### config.mk
export PLATFORM = sky130hd
export DESIGN_NAME = signed_binary_to_decimal_ascii_flat
export DESIGN_NICKNAME = d
export VERILOG_FILES = /design/src/rtl/sb2da_pkg.sv /design/src/rtl/sb2da_if.sv /design/src/rtl/sb2da_front.sv /design/src/rtl/sb2da_queue.sv /design/src/rtl/sb2da_conv.sv /design/src/rtl/sb2da_emit.sv /design/src/rtl/signed_binary_to_decimal_ascii.sv /design/src/flat_wrapper.sv
export SDC_FILE = /design/constraint.sdc
export NUM_CORES = 1
export LEC_CHECK = 0
export BUFFER_PORTS_ARGS = -buffer_cell sky130_fd_sc_hd__buf_4
export CAP_MARGIN = 30
export CORE_UTILIZATION = 40
export DETAILED_ROUTE_END_ITERATION = 16
export PLACE_DENSITY = 0.59
export SLEW_MARGIN = 40
export SYNTH_ARGS = -nofsm -noshare
export SYNTH_HDL_FRONTEND = slang
export SYNTH_HIERARCHICAL = 1
export SYNTH_SLANG_ARGS = --single-unit
### constraint.sdc
create_clock -name clock -period 9 [get_ports clock]
set_input_delay 2.7 -clock clock [delete_from_list [all_inputs] [get_ports clock]]
set_output_delay 2.7 -clock clock [all_outputs]
set_load 0.01 [all_outputs]
### src/rtl/sb2da_pkg.sv
// Shared constants and the handoff type for the signed binary to decimal ASCII converter.
package sb2da_pkg;

   // Width of one BCD digit.
   localparam int DIGIT_BITS = 4;

   // Width of a digit count; covers the twenty digits of the widest word.
   localparam int LEN_BITS = 5;

   // ASCII codes that the emitter produces.
   localparam logic [7:0] CHAR_ZERO  = 8'h30;
   localparam logic [7:0] CHAR_MINUS = 8'h2D;

   // Control half of the handoff from the converter to the emitter.
   typedef struct packed {
      logic                valid;
      logic                neg;
      logic [LEN_BITS-1:0] digits;
   } conv_ctl_type;

endpackage

### src/rtl/sb2da_if.sv
// Valid/ready channel interfaces for the request and response sides.
interface sb2da_req_if #(
   parameter int WORD_BITS = 32
);
   logic                        valid;
   logic                        ready;
   logic signed [WORD_BITS-1:0] value;

   modport source (output valid, output value, input ready);
   modport sink   (input valid, input value, output ready);
endinterface

interface sb2da_rsp_if;
   logic       valid;
   logic       ready;
   logic [7:0] char_code;
   logic       last;

   modport source (output valid, output char_code, output last, input ready);
   modport sink   (input valid, input char_code, input last, output ready);
endinterface

### src/rtl/sb2da_front.sv
// Front end: accepts request words and splits them into sign and unsigned magnitude.
module sb2da_front #(
   parameter int WORD_BITS = 32
) (
   sb2da_req_if.sink             req_ch,
   input  logic                  q_full,
   output logic                  q_push,
   output logic                  q_neg,
   output logic [WORD_BITS-1:0]  q_mag
);

   logic [WORD_BITS-1:0] raw;

   // Accept whenever the queue has room.
   assign req_ch.ready = !q_full;
   assign q_push       = req_ch.valid && !q_full;

   // The magnitude is unsigned, so the most negative value maps to 2^(WORD_BITS-1).
   assign raw   = req_ch.value;
   assign q_neg = raw[WORD_BITS-1];
   assign q_mag = q_neg ? (~raw + {{(WORD_BITS-1){1'b0}}, 1'b1}) : raw;

endmodule

### src/rtl/sb2da_queue.sv
// Two-entry queue of sign and magnitude between the front end and the converter.
module sb2da_queue #(
   parameter int WORD_BITS = 32
) (
   input  logic                 clock,
   input  logic                 reset,
   input  logic                 push,
   input  logic                 push_neg,
   input  logic [WORD_BITS-1:0] push_mag,
   output logic                 full,
   input  logic                 pop,
   output logic                 pop_valid,
   output logic                 pop_neg,
   output logic [WORD_BITS-1:0] pop_mag
);

   logic [WORD_BITS:0] entry_ff [2];
   logic               wr_ptr_ff;
   logic               wr_ptr_in;
   logic               rd_ptr_ff;
   logic               rd_ptr_in;
   logic [1:0]         count_ff;
   logic [1:0]         count_in;
   logic               do_push;
   logic               do_pop;

   assign full      = (count_ff == 2'd2);
   assign pop_valid = (count_ff != 2'd0);
   assign do_push   = push && !full;
   assign do_pop    = pop && pop_valid;
   assign pop_neg   = entry_ff[rd_ptr_ff][WORD_BITS];
   assign pop_mag   = entry_ff[rd_ptr_ff][WORD_BITS-1:0];

   // Pointer and fill count updates.
   always_comb begin
      wr_ptr_in = do_push ? ~wr_ptr_ff : wr_ptr_ff;
      rd_ptr_in = do_pop  ? ~rd_ptr_ff : rd_ptr_ff;
      count_in  = count_ff;
      if (do_push && !do_pop) begin
         count_in = count_ff + 2'd1;
      end else if (do_pop && !do_push) begin
         count_in = count_ff - 2'd1;
      end
   end

   always_ff @(posedge clock) begin
      if (reset) begin
         wr_ptr_ff <= 1'b0;
         rd_ptr_ff <= 1'b0;
         count_ff  <= 2'd0;
      end else begin
         wr_ptr_ff <= wr_ptr_in;
         rd_ptr_ff <= rd_ptr_in;
         count_ff  <= count_in;
      end
   end

   // Entry storage needs no reset.
   always_ff @(posedge clock) begin
      if (do_push) begin
         entry_ff[wr_ptr_ff] <= {push_neg, push_mag};
      end
   end

endmodule

### src/rtl/sb2da_conv.sv
// Bit-serial binary to BCD converter using shift and add-three, one bit per cycle.
module sb2da_conv #(
   parameter int WORD_BITS = 32
) (
   input  logic                         clock,
   input  logic                         reset,
   input  logic                         q_valid,
   input  logic                         q_neg,
   input  logic [WORD_BITS-1:0]         q_mag,
   output logic                         q_pop,
   output sb2da_pkg::conv_ctl_type      ho,
   output logic [(WORD_BITS*3/10+1)*4-1:0] ho_bcd,
   input  logic                         ho_take
);

   localparam int NDIG  = WORD_BITS * 3 / 10 + 1;
   localparam int NB    = NDIG * sb2da_pkg::DIGIT_BITS;
   localparam int CNT_W = $clog2(WORD_BITS);

   typedef enum logic [2:0] {
      C_IDLE = 3'b001,
      C_RUN  = 3'b010,
      C_DONE = 3'b100
   } conv_state_type;

   conv_state_type               state_ff;
   conv_state_type               state_in;
   logic [WORD_BITS-1:0]         mag_ff;
   logic [WORD_BITS-1:0]         mag_in;
   logic [NB-1:0]                bcd_ff;
   logic [NB-1:0]                bcd_in;
   logic                         neg_ff;
   logic                         neg_in;
   logic [CNT_W-1:0]             cnt_ff;
   logic [CNT_W-1:0]             cnt_in;
   logic [NB-1:0]                bcd_adj;
   logic [sb2da_pkg::LEN_BITS-1:0] ndig;

   // Add three to every digit of five or more before the shift.
   always_comb begin
      for (int i = 0; i < NDIG; i++) begin
         if (bcd_ff[i*4 +: 4] >= 4'd5) begin
            bcd_adj[i*4 +: 4] = bcd_ff[i*4 +: 4] + 4'd3;
         end else begin
            bcd_adj[i*4 +: 4] = bcd_ff[i*4 +: 4];
         end
      end
   end

   // Count of significant digits; zero still prints one digit.
   always_comb begin
      ndig = sb2da_pkg::LEN_BITS'(1);
      for (int i = 0; i < NDIG; i++) begin
         if (bcd_ff[i*4 +: 4] != 4'd0) begin
            ndig = sb2da_pkg::LEN_BITS'(i + 1);
         end
      end
   end

   // Sequencer: load a magnitude, shift in all WORD_BITS of its bits, then hand off.
   always_comb begin
      state_in = state_ff;
      mag_in   = mag_ff;
      bcd_in   = bcd_ff;
      neg_in   = neg_ff;
      cnt_in   = cnt_ff;
      q_pop    = 1'b0;
      case (state_ff)
         C_IDLE: begin
            if (q_valid) begin
               q_pop    = 1'b1;
               mag_in   = q_mag;
               bcd_in   = '0;
               neg_in   = q_neg;
               cnt_in   = '0;
               state_in = C_RUN;
            end
         end
         C_RUN: begin
            bcd_in = {bcd_adj[NB-2:0], mag_ff[WORD_BITS-1]};
            mag_in = {mag_ff[WORD_BITS-2:0], 1'b0};
            cnt_in = cnt_ff + {{(CNT_W-1){1'b0}}, 1'b1};
            if (cnt_ff == CNT_W'(WORD_BITS - 1)) begin
               state_in = C_DONE;
            end
         end
         C_DONE: begin
            if (ho_take) begin
               state_in = C_IDLE;
            end
         end
         default: begin
            state_in = C_IDLE;
         end
      endcase
   end

   always_ff @(posedge clock) begin
      if (reset) begin
         state_ff <= C_IDLE;
      end else begin
         state_ff <= state_in;
      end
   end

   // Datapath registers need no reset.
   always_ff @(posedge clock) begin
      mag_ff <= mag_in;
      bcd_ff <= bcd_in;
      neg_ff <= neg_in;
      cnt_ff <= cnt_in;
   end

   assign ho.valid  = (state_ff == C_DONE);
   assign ho.neg    = neg_ff;
   assign ho.digits = ndig;
   assign ho_bcd    = bcd_ff;

endmodule

### src/rtl/sb2da_emit.sv
// Character emitter: sends the sign and the significant digits, one word per cycle while the receiver is ready.
module sb2da_emit #(
   parameter int WORD_BITS = 32
) (
   input  logic                            clock,
   input  logic                            reset,
   input  sb2da_pkg::conv_ctl_type         ho,
   input  logic [(WORD_BITS*3/10+1)*4-1:0] ho_bcd,
   output logic                            ho_take,
   sb2da_rsp_if.source                     rsp_ch,
   output logic                            busy
);

   localparam int NDIG  = WORD_BITS * 3 / 10 + 1;
   localparam int NB    = NDIG * sb2da_pkg::DIGIT_BITS;
   localparam int IDX_W = (NDIG > 1) ? $clog2(NDIG) : 1;

   logic                           busy_ff;
   logic                           busy_in;
   logic                           neg_ff;
   logic                           neg_in;
   logic [sb2da_pkg::LEN_BITS-1:0] left_ff;
   logic [sb2da_pkg::LEN_BITS-1:0] left_in;
   logic [NB-1:0]                  bcd_ff;
   logic [NB-1:0]                  bcd_in;
   logic [3:0]                     digs [NDIG];
   logic [IDX_W-1:0]               idx;
   logic                           fire;
   logic                           final_word;

   // Split the BCD word into digits.
   for (genvar g = 0; g < NDIG; g++) begin : g_dig
      assign digs[g] = bcd_ff[g*4 +: 4];
   end

   assign idx        = IDX_W'(left_ff - sb2da_pkg::LEN_BITS'(1));
   assign fire       = rsp_ch.valid && rsp_ch.ready;
   assign final_word = !neg_ff && (left_ff == sb2da_pkg::LEN_BITS'(1));
   assign ho_take    = ho.valid && !busy_ff;
   assign busy       = busy_ff;

   // Response payload.
   assign rsp_ch.valid     = busy_ff;
   assign rsp_ch.last      = final_word;
   assign rsp_ch.char_code = neg_ff ? sb2da_pkg::CHAR_MINUS
                                    : sb2da_pkg::CHAR_ZERO + {4'd0, digs[idx]};

   // Load a number when idle, then step through sign and digits.
   always_comb begin
      busy_in = busy_ff;
      neg_in  = neg_ff;
      left_in = left_ff;
      bcd_in  = bcd_ff;
      if (ho_take) begin
         busy_in = 1'b1;
         neg_in  = ho.neg;
         left_in = ho.digits;
         bcd_in  = ho_bcd;
      end else if (fire) begin
         if (neg_ff) begin
            neg_in = 1'b0;
         end else if (final_word) begin
            busy_in = 1'b0;
         end else begin
            left_in = left_ff - sb2da_pkg::LEN_BITS'(1);
         end
      end
   end

   always_ff @(posedge clock) begin
      if (reset) begin
         busy_ff <= 1'b0;
      end else begin
         busy_ff <= busy_in;
      end
   end

   always_ff @(posedge clock) begin
      neg_ff  <= neg_in;
      left_ff <= left_in;
      bcd_ff  <= bcd_in;
   end

endmodule

### src/rtl/signed_binary_to_decimal_ascii.sv
// Top level of the signed binary to decimal ASCII converter.
//
// The request channel carries one signed two's complement word per handshake.
// The response channel returns its decimal text as ASCII, one character per
// word, most significant first: a leading '-' for negative values, no leading
// zeros, a single '0' for zero, and last set on the final character.
// A front end splits each word into sign and magnitude and writes it to a
// two-entry queue. A bit-serial shift and add-three converter then converts
// each magnitude to BCD bit by bit, and an emitter sends the characters at one
// per cycle, while the receiver is ready, as the converter already works on the
// next number. The bit-serial converter limits how fast numbers pass, or the
// character count does when the receiver is slower. When the receiver holds
// ready low the current character waits, then the converter and the queue fill,
// and finally the request ready drops.
// Reset is synchronous and empties the queue and all control state; no
// clearing pass is needed.
module signed_binary_to_decimal_ascii #(
   parameter int WORD_BITS = 32
) (
   input  logic         clock,
   input  logic         reset,
   sb2da_req_if.sink    req_ch,
   sb2da_rsp_if.source  rsp_ch
);

   localparam int NDIG = WORD_BITS * 3 / 10 + 1;
   localparam int NB   = NDIG * sb2da_pkg::DIGIT_BITS;

   logic                    q_push;
   logic                    q_full;
   logic                    f_neg;
   logic [WORD_BITS-1:0]    f_mag;
   logic                    q_pop;
   logic                    q_valid;
   logic                    q_neg;
   logic [WORD_BITS-1:0]    q_mag;
   sb2da_pkg::conv_ctl_type ho;
   logic [NB-1:0]           ho_bcd;
   logic                    ho_take;
   logic                    emit_busy;

   // Accept and classify.
   sb2da_front #(.WORD_BITS(WORD_BITS)) u_front (
      .req_ch (req_ch),
      .q_full (q_full),
      .q_push (q_push),
      .q_neg  (f_neg),
      .q_mag  (f_mag)
   );

   // Decoupling queue.
   sb2da_queue #(.WORD_BITS(WORD_BITS)) u_queue (
      .clock     (clock),
      .reset     (reset),
      .push      (q_push),
      .push_neg  (f_neg),
      .push_mag  (f_mag),
      .full      (q_full),
      .pop       (q_pop),
      .pop_valid (q_valid),
      .pop_neg   (q_neg),
      .pop_mag   (q_mag)
   );

   // Binary to BCD conversion.
   sb2da_conv #(.WORD_BITS(WORD_BITS)) u_conv (
      .clock   (clock),
      .reset   (reset),
      .q_valid (q_valid),
      .q_neg   (q_neg),
      .q_mag   (q_mag),
      .q_pop   (q_pop),
      .ho      (ho),
      .ho_bcd  (ho_bcd),
      .ho_take (ho_take)
   );

   // Character output.
   sb2da_emit #(.WORD_BITS(WORD_BITS)) u_emit (
      .clock   (clock),
      .reset   (reset),
      .ho      (ho),
      .ho_bcd  (ho_bcd),
      .ho_take (ho_take),
      .rsp_ch  (rsp_ch),
      .busy    (emit_busy)
   );

`ifndef SYNTHESIS
   // A finished conversion always reports between one and NDIG digits.
   assert property (@(posedge clock) disable iff (reset)
      ho.valid |-> (ho.digits != '0) && (32'(ho.digits) <= NDIG))
      else $error("conversion reported a bad digit count");

   // A handoff to the emitter shows up as a response in the next cycle.
   assert property (@(posedge clock) disable iff (reset)
      ho_take |=> (rsp_ch.valid && emit_busy))
      else $error("handoff did not start a response");

   // The minus sign is never the final character of a number.
   assert property (@(posedge clock) disable iff (reset)
      (rsp_ch.valid && (rsp_ch.char_code == sb2da_pkg::CHAR_MINUS)) |-> !rsp_ch.last)
      else $error("minus sign marked as last character");

   // An accepted request is held in the queue in the following cycle.
   assert property (@(posedge clock) disable iff (reset)
      (req_ch.valid && req_ch.ready) |=> q_valid)
      else $error("accepted request missing from queue");
`endif

endmodule
### src/flat_wrapper.sv
// flat-port wrapper written by rule: the top's interface ports become plain ports
module signed_binary_to_decimal_ascii_flat 
#(
   parameter int WORD_BITS = 32
)
  (clock, reset, req_ch_valid, req_ch_value, req_ch_ready, rsp_ch_valid, rsp_ch_char_code, rsp_ch_last, rsp_ch_ready);
  sb2da_req_if #(.WORD_BITS(WORD_BITS)) req_ch_i ();
  sb2da_rsp_if rsp_ch_i ();
  input  logic clock;
  input  logic reset;
  input wire logic [$bits(req_ch_i.valid)-1:0] req_ch_valid;
  input wire logic [$bits(req_ch_i.value)-1:0] req_ch_value;
  output wire logic [$bits(req_ch_i.ready)-1:0] req_ch_ready;
  output wire logic [$bits(rsp_ch_i.valid)-1:0] rsp_ch_valid;
  output wire logic [$bits(rsp_ch_i.char_code)-1:0] rsp_ch_char_code;
  output wire logic [$bits(rsp_ch_i.last)-1:0] rsp_ch_last;
  input wire logic [$bits(rsp_ch_i.ready)-1:0] rsp_ch_ready;
  assign req_ch_i.valid = req_ch_valid;
  assign req_ch_i.value = req_ch_value;
  assign req_ch_ready = req_ch_i.ready;
  assign rsp_ch_valid = rsp_ch_i.valid;
  assign rsp_ch_char_code = rsp_ch_i.char_code;
  assign rsp_ch_last = rsp_ch_i.last;
  assign rsp_ch_i.ready = rsp_ch_ready;
  signed_binary_to_decimal_ascii #(.WORD_BITS(WORD_BITS)) u_core (.clock(clock), .reset(reset), .req_ch(req_ch_i), .rsp_ch(rsp_ch_i));
endmodule
==> results.json, run 1 <==
{
  "status": "finished clean",
  "ys_types": 54,
  "final_nets": 870,
  "clock_path_buffers": 2,
  "cpMaxStageDelayCell": "edfxtp_1",
  "fmax_mhz": 175,
  "cp_cell_sequence": "inv_1, ha_1, xnor2_4, mux2i_1, a21oi_1, a311o_1, buf_4",
  "finalMaxSlewViolations": 0,
  "regArea_mm2": 0.00589,
  "die_y_um": 156,
  "max-slew-margin-rel_pct": 57.6,
  "cts-root-buf": "clkbuf_16",
  "leakage_nw": 3.85,
  "syn_area_per_cell_um2": 12.3,
  "yosysTopAreaCell": "edfxtp_1",
  "arrival_ns": 3.02,
  "grt_overflow": 0,
  "ys.flop_type": "edfxtp_1",
  "n_fill_cell": 2076,
  "syn_to_final_growth_pct": 12.8,
  "cts_buffers": 17,
  "ctsResizeCount": 0,
  "p_per_area_mw_per_mm2": 284,
  "grt_usage_pct": 15.3,
  "fin_area_mm2": 0.0107,
  "ys_seq_elements": 199,
  "layout-drive-gt1-share_pct": 15.8,
  "hp-class": "reg -> reg",
  "syn_area_mm2": 0.00949,
  "synthTopCellsByCount": "edfxtp_1, nand2_1, nor2_1",
  "holdBufCountCts": 0,
  "postCtsSetupBuffers": 0,
  "finalHoldViolations": 0,
  "max_stage_delay_ns": 0.72,
  "first_pass_iters": 5,
  "multi_input_area_mm2": 0.00333,
  "diodes": 0,
  "drtIter0Drc": 421,
  "post-route-drc-count": 0,
  "io_pins": 47,
  "start_util_pct": 41.4,
  "cts_tree": "yes",
  "wirelength_um": 17200,
  "die_w_um": 156,
  "wl_per_cell_um": 15.1,
  "grt_pass1_wl_um": 28700,
  "grt_max_degree": 78,
  "path_class": "reg -> out",
  "io_buffer_count": 43,
  "grt_pass1_vias": 5620,
  "synth.most_common_cell": "edfxtp_1",
  "critPathRequiredTime_ns": 6.30,
  "synth_top_area_share_pct": 60.1,
  "drv_cap": 0,
  "setup_tns_ns": 0,
  "irDropWorstVdd_mv": 0.265,
  "ant_nets": 0,
  "power_mw": 3.04,
  "place_inst": 1102,
  "crit_path_start_kind": "flop",
  "fp.coreArea_mm2": 0.0229,
  "vias_per_cell": 4.94,
  "yosysWarningCount": 6,
  "row_count": 55,
  "tightest_slew_ns": 0.636,
  "clk_latency_ns": 0.44,
  "synth_cells": 770,
  "dieArea_mm2": 0.0243,
  "num_vias": 5606,
  "rsz0062_at_grt": "no",
  "h-tree-depth": 4,
  "dp_hpwl_um": 11200,
  "setup_viol": 0,
  "endpoint_kind": "output port",
  "grt_antenna_before_repair": 0,
  "instances_no_fill": 1134,
  "clk_pin_slew_worst_paths_ns": 0.07,
  "cp_max_fo": 15,
  "clock-sinks": 199,
  "yosys-top-cells-area": "edfxtp_1, nand2_1, mux2_2",
  "place_area_mm2": 0.0101,
  "synth_edf_count": 190,
  "gp_congestion": 0.862,
  "min_period_ns": 5.72,
  "finalCoreUtilization_pct": 46.7,
  "synthArstFlopShare_pct": 0,
  "fin_worst_skew_ns": 0.0125,
  "seq_area_frac_synth_pct": 62.0,
  "finalCritPeriodShare_pct": 63.5
}
power by group:
part           internal (mW)  switching [mW]  total [mW]
logic                  0.300           0.466       0.766
registers               1.38           0.148        1.53
clock network          0.373           0.373       0.746
total                   2.06           0.988        3.04
worst max-delay path: cells and delay by family (launching register included):
family                   cells  cell delay [ns]
adder cells (fa/ha/maj)      1             0.30
XOR/XNOR                     1             0.55
multiplexers                 1             0.28
AO/OA/AOI/OAI                2             0.45
flip-flops                   1             0.72
buffers and inverters        2             0.28
path summary, 6_finish.rpt:
check | startpoint | end | slack, ns | cells past startpoint
worst max-delay path | u_core/u_emit/left_ff[0] | rsp_ch_char_code[3] | 3.28 | 7
worst min-delay path | u_core/u_conv/ho_bcd[9] | u_core/u_emit/bcd_ff[9] | 0.48 | 0
worst max register to register | u_core/u_conv/state_ff[2] | u_core/u_conv/state_ff[0] | 6.68 | 9
worst min register to register | u_core/u_conv/ho_bcd[9] | u_core/u_emit/bcd_ff[9] | 0.48 | 0
routing by layer:
| layer | global-route usage [%] | share of wire (%) | vias to the layer above |
|---|---|---|---|
| li1 | - | - | 2826 |
| met1 | 20.2 | 49 | 2675 |
| met2 | 25.2 | 48 | 95 |
| met3 | 3.25 | 2.7 | 10 |
| met4 | 4.44 | 0.75 | 0 |
| met5 | 0 | 0 | - |
cell type report:
class	instances	area share, %
Multi-Input combinational cell	507	31.1
Sequential cell	199	55.0
Inverter	33	1.16
Timing Repair Buffer	50	3.62
Clock inverter	14	1.41
Tap cell	313	3.66
Clock buffer	18	4.01
kinds of logic after synthesis:
group / count (synthesis) / share of synthesized area, %
flip-flops: 199 / 62.0
other: 3 / 0.119
adder cells (fa/ha/maj): 26 / 3.43
multiplexers: 52 / 6.18
XOR/XNOR: 57 / 5.34
AO/OA/AOI/OAI: 98 / 6.36
buffers and inverters: 65 / 3.24
AND/OR/NAND/NOR: 270 / 13.3
layout by cell type, fill, tap and decap left out, drive strengths merged, types with 2 or more instances in the layout:
master and n:
a211oi 10, a21oi 32, a22oi 3, a311o 3
a31oi 3, and2 5, and3 6, buf 50
clkbuf 18, clkinv 5, conb 4, dfxtp 9
edfxtp 190, ha 26, inv 41, mux2 33
mux2i 17, mux4 2, nand2 133, nand2b 14
nand3 5, nand4 5, nor2 45, nor2b 13
nor3 21, nor3b 8, nor4 2, o21ai 26
o31ai 12, o41ai 6, or2 3, or3 4
or3b 3, or4 2, xnor2 42, xor2 15
registers in the layout, indices dropped and copies added (netlist names), named ones only:
| register | flops |
|---|---|
| u_core/u_conv/neg_ff | 1 |
| u_core/u_emit/bcd_ff | 40 |
| u_core/u_conv/mag_ff | 32 |
| u_core/u_queue/entry_ff | 66 |
| u_core/u_emit/neg_ff | 1 |
| u_core/u_queue/wr_ptr_ff | 1 |
| u_core/u_queue/rd_ptr_ff | 1 |
| u_core/u_conv/cnt_ff | 5 |
| u_core/u_conv/ho_bcd | 40 |
| u_core/u_emit/busy | 1 |
| u_core/u_emit/left_ff | 5 |
| u_core/u_conv/state_ff | 3 |
| u_core/u_queue/count_ff | 2 |
stage by stage:
| step | hold WS [ns] | setup WS [ns] |
|---|---|---|
| 6_report | 0.481 | 3.28 |
| 5_1_grt | 0.503 | 3.08 |
| 4_1_cts | 0.488 | 3.26 |
| 3_5_place_dp | 0.469 | 3.76 |
| 3_3_place_gp | 0.460 | 3.58 |
| 2_1_floorplan | 0.444 | 4.16 |
(Power assumes the default switching activity.)
==> run 2, diff against run 1 <==
==> constraint.sdc (replaced) <==
create_clock -name clock -period 5.8 [get_ports clock]
set_input_delay 1.74 -clock clock [delete_from_list [all_inputs] [get_ports clock]]
set_output_delay 1.74 -clock clock [all_outputs]
set_load 0.01 [all_outputs]
==> results.json, run 2 (synthesis gave the netlist of run 1 again) <==
{
  "status": "finished clean",
  "p_int_mw": 3.24,
  "endpoint_kind": "output port",
  "power_mw": 4.78,
  "fin_worst_skew_ns": 0.0112,
  "die_w_um": 156,
  "io_pins": 47,
  "final_cell_mix": "edfxtp_1, nand2_1, buf_4",
  "swShare_pct": 32.3,
  "grt_pass1_vias": 5601,
  "fmax_mhz": 210,
  "grt_antenna_before_repair": 0,
  "seqPwrFrac_pct": 49.8,
  "crit_path_start_kind": "flop",
  "clk_pin_slew_worst_paths_ns": 0.07,
  "wl_per_cell_um": 15.2,
  "finalMaxSlewViolations": 0,
  "hp-class": "reg -> reg",
  "arrival_ns": 3.01,
  "gp_congestion": 0.862,
  "finalCritPeriodShare_pct": 81.9,
  "die_y_um": 156,
  "h-tree-depth": 4,
  "largest_register_ffs": 66,
  "setup_viol": 0,
  "max-slew-margin-rel_pct": 56.4,
  "grt_max_degree": 78,
  "combPwrFrac_pct": 25.0,
  "irDropWorstVdd_mv": 0.316,
  "grt_overflow": 0,
  "vias_per_cell": 4.95,
  "top_register": "u_core/u_queue/entry_ff",
  "path_class": "reg -> out",
  "ctsResizeCount": 0,
  "tightest_slew_ns": 0.654,
  "clk_latency_ns": 0.43,
  "post-route-drc-count": 0,
  "setup_tns_ns": 0,
  "final_nets": 870,
  "cts_buffers": 17,
  "io_buffer_count": 43,
  "switchingPower_mw": 1.55,
  "start_util_pct": 41.4,
  "row_count": 55,
  "leakage_nw": 3.86,
  "final_common_cell": "edfxtp_1",
  "p_per_area_mw_per_mm2": 446,
  "drv_cap": 0,
  "grt_pass1_wl_um": 28500,
  "grt_usage_pct": 15.0,
  "diodes": 0,
  "clock-sinks": 199,
  "drtIter0Drc": 368,
  "fp.coreArea_mm2": 0.0229,
  "dieArea_mm2": 0.0243,
  "layout-drive-gt1-share_pct": 15.9,
  "rrSetupSlack_ns": 3.50,
  "clock_path_buffers": 2,
  "worst_hold_slack_ns": 0.479,
  "ant_nets": 0,
  "cts-root-buf": "clkbuf_16",
  "finalHoldViolations": 0,
  "syn_to_final_growth_pct": 13.0,
  "first_pass_iters": 4,
  "pwr-share-clk_pct": 25.3,
  "wirelength_um": 17200,
  "cp_max_fo": 15,
  "min_period_ns": 4.75,
  "rsz0062_at_grt": "no",
  "postCtsSetupBuffers": 0,
  "cts_tree": "yes",
  "holdBufCountCts": 0,
  "dp_hpwl_um": 11100,
  "num_vias": 5605,
  "critPathRequiredTime_ns": 4.06
}
-- run 2: layout make-up --
class	instances	area (um2)
multi-input cells	507	3330
flip-flops and latches	199	5890
fillers	2062	12200
well taps	313	392
repair buffers	50	388
inverters	33	124
clock buffers	17	425
clock inverters	14	176
-- run 2: worst max-delay path: stages (launching register included) --
cell      delay (ns)
edfxtp_1        0.73
inv_1           0.13
ha_1            0.30
xnor2_4         0.55
mux2i_1         0.26
a21oi_1         0.08
a311o_1         0.37
buf_4           0.15
-- run 2: path summary, 6_finish.rpt --
check	start	endpoint	depth (start not counted)
worst min-delay path	u_core/u_conv/ho_bcd[9]	u_core/u_emit/bcd_ff[9]	0
worst max-delay path	u_core/u_emit/left_ff[0]	rsp_ch_char_code[0]	7
worst min register to register	u_core/u_conv/ho_bcd[9]	u_core/u_emit/bcd_ff[9]	0
worst max register to register	u_core/u_conv/state_ff[2]	u_core/u_conv/state_ff[0]	9
-- run 2: metal layers --
layer	vias up	part of all wire, %	track usage (%)
met5	-	0	0
met4	0	0.81	3.50
li1	2826	-	-
met1	2683	50	20.4
met2	87	47	24.6
met3	9	2.9	3.28
-- run 2: stage by stage --
step	instances	cell area, um2	setup slack [ns]	util (%)
floorplan	771	9490	1.92	-
global placement	1101	10100	1.34	44.0
detailed placement	1102	10100	1.53	44.2
CTS	1133	10700	1.05	46.8
global route	1133	10700	0.847	46.8
finish	1133	10700	1.05	46.8
-- run 2: power by group through the flow --
stage / clock (mW) / combinational (mW) / sequential [mW]
floorplan: 0 / 0.942 / 2.35
detailed placement: 0 / 1.21 / 2.42
CTS: 1.24 / 1.22 / 2.39
global placement: 0 / 1.18 / 2.41
finish: 1.21 / 1.20 / 2.38
global route: 1.30 / 1.37 / 2.44
==> run 3, diff against run 2 <==
==> constraint.sdc (replaced) <==
create_clock -name clock -period 4.46 [get_ports clock]
set_input_delay 1.338 -clock clock [delete_from_list [all_inputs] [get_ports clock]]
set_output_delay 1.338 -clock clock [all_outputs]
set_load 0.01 [all_outputs]
==> results.json, run 3 (synthesis gave the netlist of run 1 again) <==
{
  "status": "finished clean",
  "max-slew-margin-rel_pct": 48.7,
  "leakage_nw": 3.86,
  "worst-r2r-cell-count": 10,
  "drtIter0Drc": 357,
  "largest_register_ffs": 66,
  "cts_tree": "yes",
  "finalHoldViolations": 0,
  "irDropWorstVdd_mv": 0.287,
  "cts-root-buf": "clkbuf_16",
  "holdBufCountCts": 0,
  "final_cell_mix": "edfxtp_1, nand2_1, buf_4",
  "vias_per_cell": 4.96,
  "critPathLaunch": "u_core/u_emit/left_ff[0]",
  "io_buffer_count": 43,
  "ctsResizeCount": 0,
  "path_class": "reg -> out",
  "place_area_mm2": 0.0101,
  "grt_usage_pct": 14.7,
  "row_count": 55,
  "cts_buffers": 17,
  "ant_nets": 0,
  "clk_pin_slew_worst_paths_ns": 0.08,
  "wl_per_cell_um": 14.6,
  "arrival_ns": 2.37,
  "clock_path_buffers": 2,
  "post-route-drc-count": 0,
  "r2r-end": "u_core/u_conv/state_ff[0]",
  "finalMaxSlewViolations": 0,
  "rrSetupSlack_ns": 1.91,
  "final_nets": 872,
  "endpoint_kind": "output port",
  "power_mw": 6.17,
  "endpoint": "rsp_ch_char_code[3]",
  "fin_area_mm2": 0.0107,
  "grt_antenna_before_repair": 0,
  "min-delay-start": "u_core/u_conv/ho_bcd[29]",
  "wirelength_um": 16600,
  "rr_startpoint": "u_core/u_conv/state_ff[2]",
  "critPathRequiredTime_ns": 3.12,
  "top_register": "u_core/u_queue/entry_ff",
  "setup_viol": 0,
  "cpMaxStageDelayCell": "edfxtp_1",
  "fmax_mhz": 270,
  "drv_cap": 0,
  "start_util_pct": 41.4,
  "fp.coreArea_mm2": 0.0229,
  "grt_pass1_wl_um": 27700,
  "die_y_um": 156,
  "fin_worst_skew_ns": 0.0115,
  "io_pins": 47,
  "syn_to_final_growth_pct": 13.0,
  "min_period_ns": 3.71,
  "die_w_um": 156,
  "setup_tns_ns": 0,
  "clk_latency_ns": 0.44,
  "final_common_cell": "edfxtp_1",
  "h-tree-depth": 4,
  "grt_overflow": 0,
  "clock-sinks": 199,
  "gp_congestion": 0.804,
  "finalCritPeriodShare_pct": 83.2,
  "dp_hpwl_um": 10800,
  "p_per_area_mw_per_mm2": 576,
  "crit_path_start_kind": "flop",
  "cp_common_cell": "buf_4",
  "rsz0062_at_grt": "no",
  "first_pass_iters": 4,
  "diodes": 0,
  "finalCoreUtilization_pct": 46.8,
  "min_path_cells": 0,
  "dieArea_mm2": 0.0243,
  "max_stage_delay_ns": 0.39,
  "postCtsSetupBuffers": 0,
  "layout-drive-gt1-share_pct": 15.9,
  "tightest_slew_ns": 0.763,
  "cp_max_fo": 15,
  "grt_pass1_vias": 5439,
  "num_vias": 5637,
  "grt_max_degree": 78,
  "cp_cell_sequence": "inv_1, ha_1, xnor2_2, buf_4, mux2i_1, a21oi_1, a311o_1, buf_4",
  "hp-class": "reg -> reg"
}
[run 3: cell count changes in the layout (fill, tap and decap cells not counted), moves of 2 or more]
cell	delta
clkinv_8	+5
buf_4	+2
inv_8	-2
clkinv_4	-2
[run 3: critical path, delay by kind of cell, from the launching register on]
| family | cells | cell delay (ns) |
|---|---|---|
| flops | 1 | 0.39 |
| fa+ha+maj | 1 | 0.21 |
| mux | 1 | 0.25 |
| buf+inv | 3 | 0.51 |
| xor+xnor | 1 | 0.12 |
| compound gates | 2 | 0.45 |
[run 3: area by class of cell]
type | count | area [um2]
multi-input combinational | 507 | 3320
tap | 313 | 392
clock buffer | 17 | 425
fill | 2100 | 12200
timing repair buffer | 52 | 394
clock inverter | 15 | 183
inverter | 33 | 124
sequential | 199 | 5890
[run 3: metrics by stage]
| stage | hold slack (ns) | cells | worst slack [ns] |
|---|---|---|---|
| after floorplan | 0.444 | 771 | 0.979 |
| after global placement | 0.469 | 1104 | 1.20 |
| after detailed placement | 0.464 | 1104 | 1.17 |
| after CTS | 0.485 | 1136 | 0.733 |
| after global routing | 0.508 | 1136 | 0.571 |
| final | 0.481 | 1136 | 0.751 |
[run 3: report_power, final]
part / switching (mW) / internal [mW] / total (mW)
sequential: 0.290 / 2.79 / 3.08
clock: 0.766 / 0.762 / 1.53
combinational: 0.958 / 0.602 / 1.56
[run 3: worst min-delay path by stage]
| stage | to | slack [ns] |
|---|---|---|
| 4_1_cts | u_core/u_emit/bcd_ff[5] | 0.49 |
| 2_1_floorplan | u_core/u_emit/bcd_ff[5] | 0.44 |
| 3_3_place_gp | u_core/u_emit/bcd_ff[5] | 0.47 |
| 3_5_place_dp | u_core/u_emit/bcd_ff[5] | 0.46 |
| 5_1_grt | u_core/u_emit/bcd_ff[5] | 0.51 |
| 6_report | u_core/u_emit/bcd_ff[29] | 0.48 |
[run 3: metal layers]
layer	track usage (%)	vias up	part of all wire, %
met5	0	-	0
met4	4.72	0	1.4
met3	3.39	19	2.9
met2	24.2	82	47
met1	19.1	2706	49
li1	-	2830	-
